<file path="src/design/tlecl_pkg.sv">
// Shared types, constants and helpers for the two-level exclusive cache lookup core.
package tlecl_pkg;

    // Geometry
    localparam int ADDR_W    = 48;
    localparam int STAMP_W   = 32;
    localparam int WAY_W     = 3;
    localparam int MAX_WAYS  = 8;
    localparam int L1_SET_W  = 6;
    localparam int L2_SET_W  = 8;
    localparam int L1_SETS   = 1 << L1_SET_W;
    localparam int L2_SETS   = 1 << L2_SET_W;
    localparam int L1_DEPTH  = 512;
    localparam int L2_DEPTH  = 2048;
    localparam int ENTRY_W   = ADDR_W + STAMP_W;

    // Configuration port
    localparam int CFG_IDX_W  = 3;
    localparam int CFG_DATA_W = 4;
    localparam logic [CFG_IDX_W-1:0] REG_L1_SET_BITS = 3'd0;
    localparam logic [CFG_IDX_W-1:0] REG_L1_WAYS     = 3'd1;
    localparam logic [CFG_IDX_W-1:0] REG_L2_SET_BITS = 3'd2;
    localparam logic [CFG_IDX_W-1:0] REG_L2_WAYS     = 3'd3;
    localparam logic [CFG_IDX_W-1:0] REG_OFFSET_BITS = 3'd4;
    localparam logic [CFG_IDX_W-1:0] REG_L1_POLICY   = 3'd5;
    localparam logic [CFG_IDX_W-1:0] REG_L2_POLICY   = 3'd6;

    localparam logic [2:0] L1_SET_BITS_MAX = 3'd6;
    localparam logic [3:0] L2_SET_BITS_MAX = 4'd8;
    localparam logic [3:0] WAYS_MAX        = 4'd8;

    // Outcome codes
    localparam logic [1:0] OUT_L1_HIT = 2'd0;
    localparam logic [1:0] OUT_L2_HIT = 2'd1;
    localparam logic [1:0] OUT_MISS   = 2'd2;

    localparam logic [STAMP_W-1:0] STAMP_MAX = '1;

    // Controller commands to the datapath
    typedef enum logic [3:0] {
        CMD_NONE,
        CMD_CLEAR,
        CMD_LOAD,
        CMD_L1_RD,
        CMD_L1_CMP,
        CMD_TOUCH,
        CMD_L2_RD,
        CMD_L2_CMP,
        CMD_PLACE,
        CMD_V_RD,
        CMD_V_CMP,
        CMD_L2_WR,
        CMD_L1_WR,
        CMD_FINISH
    } cmd_t;

    // Datapath status back to the controller
    typedef struct packed {
        logic hit;
        logic last;
        logic l1_lru;
        logic l1_free;
        logic l2_free;
    } sts_t;

    // Lowest set bit of an 8-bit vector
    function automatic logic [WAY_W-1:0] find_first(input logic [MAX_WAYS-1:0] v);
        logic [WAY_W-1:0] r;
        r = '0;
        for (int i = MAX_WAYS - 1; i >= 0; i--)
        begin
            if (v[i])
            begin
                r = WAY_W'(i);
            end
        end
        return r;
    endfunction

endpackage

</file>
<file path="src/design/tlecl_ctrl.sv">
// Controller state machine sequencing lookups, scans and fills.
module tlecl_ctrl import tlecl_pkg::*; (
    input  logic clk,
    input  logic rst_n,
    input  logic start,
    input  sts_t sts,
    output cmd_t cmd,
    output logic busy
);

    typedef enum logic [3:0] {
        S_CLEAR, S_IDLE, S_L1_RD, S_L1_CMP, S_TOUCH, S_L2_RD, S_L2_CMP, S_PLACE,
        S_V_RD, S_V_CMP, S_L2_WR, S_L1_WR, S_FINISH
    } state_t;

    state_t state_reg, state_next;

    assign busy = (state_reg != S_IDLE);

    // Command decode
    always_comb
    begin
        unique case (state_reg)
            S_CLEAR:  cmd = CMD_CLEAR;
            S_IDLE:   cmd = start ? CMD_LOAD : CMD_NONE;
            S_L1_RD:  cmd = CMD_L1_RD;
            S_L1_CMP: cmd = CMD_L1_CMP;
            S_TOUCH:  cmd = CMD_TOUCH;
            S_L2_RD:  cmd = CMD_L2_RD;
            S_L2_CMP: cmd = CMD_L2_CMP;
            S_PLACE:  cmd = CMD_PLACE;
            S_V_RD:   cmd = CMD_V_RD;
            S_V_CMP:  cmd = CMD_V_CMP;
            S_L2_WR:  cmd = CMD_L2_WR;
            S_L1_WR:  cmd = CMD_L1_WR;
            S_FINISH: cmd = CMD_FINISH;
            default:  cmd = CMD_NONE;
        endcase
    end

    // Next state
    always_comb
    begin
        state_next = state_reg;
        unique case (state_reg)
            S_CLEAR:  if (sts.last) state_next = S_IDLE;
            S_IDLE:   if (start) state_next = S_L1_RD;
            S_L1_RD:  state_next = S_L1_CMP;
            S_L1_CMP:
            begin
                priority if (sts.hit) state_next = sts.l1_lru ? S_TOUCH : S_FINISH;
                else if (sts.last)    state_next = S_L2_RD;
            end
            S_TOUCH:  state_next = S_FINISH;
            S_L2_RD:  state_next = S_L2_CMP;
            S_L2_CMP: if (sts.hit || sts.last) state_next = S_PLACE;
            S_PLACE:  state_next = sts.l1_free ? S_L1_WR : S_V_RD;
            S_V_RD:   state_next = sts.l2_free ? S_L2_WR : S_V_CMP;
            S_V_CMP:  if (sts.last) state_next = S_L2_WR;
            S_L2_WR:  state_next = S_L1_WR;
            S_L1_WR:  state_next = S_FINISH;
            S_FINISH: state_next = S_IDLE;
            default:  state_next = S_IDLE;
        endcase
    end

    always_ff @(posedge clk or negedge rst_n)
    begin
        if (!rst_n)
        begin
            state_reg <= S_CLEAR;
        end
        else
        begin
            state_reg <= state_next;
        end
    end

endmodule

</file>
<file path="config.mk">
export PLATFORM = sky130hd
export DESIGN_NAME = tlecl_ctrl
export DESIGN_NICKNAME = d
export VERILOG_FILES = /design/src/design/tlecl_pkg.sv /design/src/design/tlecl_ctrl.sv
export SDC_FILE = /design/constraint.sdc
export NUM_CORES = 1
export LEC_CHECK = 0
export BUFFER_PORTS_ARGS = -buffer_cell sky130_fd_sc_hd__clkbuf_2
export CORE_AREA = 4 4 41 43
export CTS_BUF_LIST = sky130_fd_sc_hd__clkbuf_16
export DETAILED_ROUTE_END_ITERATION = 8
export DIE_AREA = 0 0 45 47
export PLACE_DENSITY = 0.49
export SYNTH_ARGS = -nofsm -noshare
export SYNTH_HDL_FRONTEND = slang
export SYNTH_SLANG_ARGS = --single-unit
</file>
<file path="constraint.sdc">
create_clock -name clk -period 2.3 [get_ports clk]
set_input_delay 0.46 -clock clk [delete_from_list [all_inputs] [get_ports clk]]
set_output_delay 0.46 -clock clk [all_outputs]
set_load 0.02 [all_outputs]
</file>
==> run_results.csv <==
group,metric,value,unit
outcome,status,"complete, no violations",
die,die_x,45,um
finish,final_core_util,40.9,%
sta,fin_crit_sh,89.7,%
cts,h-tree-depth,1,
global_routing,antenna_found_initial,0,
synth,ys_types,24,
worst_setup_path,required,1840,ps
drt,firstDrtPassIters,4,
die,io_pins,13,
placed_design,place_congestion,0.720,
die,initial_core_util,29.6,%
sta,finalHoldViolCount,0,
worst_setup_path,arrival,1600,ps
synth,synth-xor-area-share,2.27,%
synth,yosys.area_share.adder,0,%
synth,synth_simple_gate_area_share,25.6,%
placed_design,dp_cells,76,
cts,cts_resized,0,
synth,synth_area_per_cell,7.41,um^2
worst_setup_path,r2r-end,"state_reg[0]",
drt,viasPerCell,5.39,
cts,cts_root_buf,"clkbuf_16",
synth,synth-compound-area-share,36.4,%
sta,rsz0062_at_grt,"false",
die,die_area,0.00212,mm^2
synth,synth_seq_cells,4,
sta,holdWs,34.6,ps
drt,drc_errors,0,
worst_setup_path,r2r_cells,3,
die,dieHeight,47,um
synth,yosys.area.top_type,"dfrtp_1",
power_and_ir_drop,power.density,1850,mW/mm^2
synth,ys.flop_type,"dfrtp_1",
cts,cts_tree,"built",
synth,synth_edf_count,0,
global_routing,grt_max_degree,18,
sta,fin_skew,2.62,ps
synth,synthCells,52,
sta,fin_crit,2060,ps
synth,syn-num-nets,60,
finish,area_growth,38.0,%
drt,wl_per_cell,12.5,um
synth,yosysTopAreaCellShare,26.0,%
synth,muxShareOfSynthArea,3.90,%
placed_design,dp_hpwl,696,um
cts,clk_pin_slew,30,ps
worst_setup_path,critical_path_class,"flop to output pin",
drt,initialDrtViolationCount,4,
cts,cts_made_buffers,3,
placed_design,dpl_worst_slack,500,ps
global_routing,grt_pass1_vias,373,
global_routing,track_usage,11.6,%
worst_setup_path,cp-end-kind,"output pin",
drt,ant_nets,0,
synth,synth_async_sr_flop_share,100,%
sta,tns,0,ps
global_routing,grt-ovfl-total,0,
cts,post_cts_buffers,0,
cts,cts_hold_buf,0,
worst_setup_path,cp_cell_sequence,"or3_1 -> a21oi_1 -> a221oi_1 -> clkbuf_2",
die,num_rows,13,
min_path,hold_path.class,"input pin to async pin",
sta,setup_viol,0,
finish,final_cells,79,
sta,fmaxAchievable,485,MHz
synth,yosysSeqAreaShare,26.0,%
worst_setup_path,cp_slowest_cell,"dfrtp_1",
finish,fillers,150,
run,cap_viol_max_count,0,
synth,synth_commonest_cells,"7 x nor2_1, 6 x a21oi_1, 4 x clkbuf_1, 4 x dfrtp_1, 4 x o21ai_0",
worst_setup_path,rr_startpoint,"state_reg[3]",
worst_setup_path,r2r_slack,530,ps
power_and_ir_drop,leakage,0.235,nW
worst_setup_path,worstSetupStartpointType,"flop",
synth,yosysMostFrequentCell,"nor2_1",
worst_setup_path,path_delay_family,"flip-flops",
cts,clockBufferDepth,2,
finish,n_antenna_cell,0,
worst_setup_path,path_buf_inv,1,
cts,clock_sinks,4,
drt,via_count,426,
drt,wirelength,986,um
synth,ys_warn_count,0,
cts,clkLatencyLatePin,220,ps
synth,synth_top_family_by_area,"compound AO/OA/AOI/OAI gates",
sta,timing.final.ws_setup,238,ps
worst_setup_path,slowest_delay,540,ps
placed_design,port_buffers,12,
finish,largest_reg_flops,4,
synth,synthTopCellsByArea,"dfrtp_1 26%, a21oi_1 7.8%, nor2_1 6.8%",
finish,drive_above_1_share,28.1,%
sta,tightest_slew,475,ps
die,core,0.00130,mm^2
sta,maxSlewHeadroom,68.4,%
worst_setup_path,path_max_fanout,17,
power_and_ir_drop,max-vdd-ir-drop,0.904,mV
finish,fin_nets,74,
synth,syn_area,385,um^2
sta,slew_viol_final,0,
global_routing,grt_pass1_wl,1680,um
==> how the worst max path moves through the flow <==
| stage | slack (ps) | cells past startpoint | from | end |
|---|---|---|---|---|
| after floorplan | 520 | 3 | state_reg[0] | cmd[1] |
| after global placement | 520 | 4 | state_reg[3] | cmd[1] |
| after detailed placement | 500 | 4 | state_reg[3] | cmd[1] |
| after CTS | 250 | 4 | state_reg[3] | cmd[1] |
| after global routing | 100 | 4 | state_reg[3] | cmd[1] |
| final | 240 | 4 | state_reg[3] | cmd[1] |
==> cell families (layout without fill, tap and decap cells) <==
| group | after synthesis | after routing |
|---|---|---|
| AOI/OAI and AO/OA | 22 | 22 |
| xor gates and xnor gates | 1 | 1 |
| buffers and inverters | 5 | 17 |
| DFF | 4 | 4 |
| muxes | 1 | 1 |
| and+or+nand+nor | 19 | 19 |
==> per-layer routing <==
metal | GRT usage [%] | part of all wire (%)
met5 | 0 | 0
met4 | 5.26 | 0
met1 | 13.2 | 44
met3 | 6.13 | 6.6
met2 | 17.8 | 49
==> layout by cell type (no fill, tap or decap), types with 3 or more instances in the layout <==
cell and count:
clkbuf_16 3, o21ai_0 4, clkbuf_2 12, dfrtp_1 4, a21oi_1 6, nor2_1 7
==> report_power, final <==
part,switching [mW],internal (mW)
clock,0.0476,0.222
combinational,0.262,0.235
sequential,0.110,0.106
==> cell type report <==
type                    count  area, um^2  share of cell area (%)
well taps                  15        18.8                    3.53
clock buffers               3        75.1                    14.1
flip-flops and latches      4         100                    18.8
repair buffers             14        75.1                    14.1
multi-input cells          43         263                    49.4
==> metrics by stage <==
step | total power [mW] | cell area, um^2
after floorplan | 0.586 | 385
after global placement | 0.721 | 457
after detailed placement | 0.716 | 457
after CTS | 1.00 | 532
after global routing | 1.08 | 532
final | 0.983 | 532
Note: power is estimated with default switching activity, not from simulation.
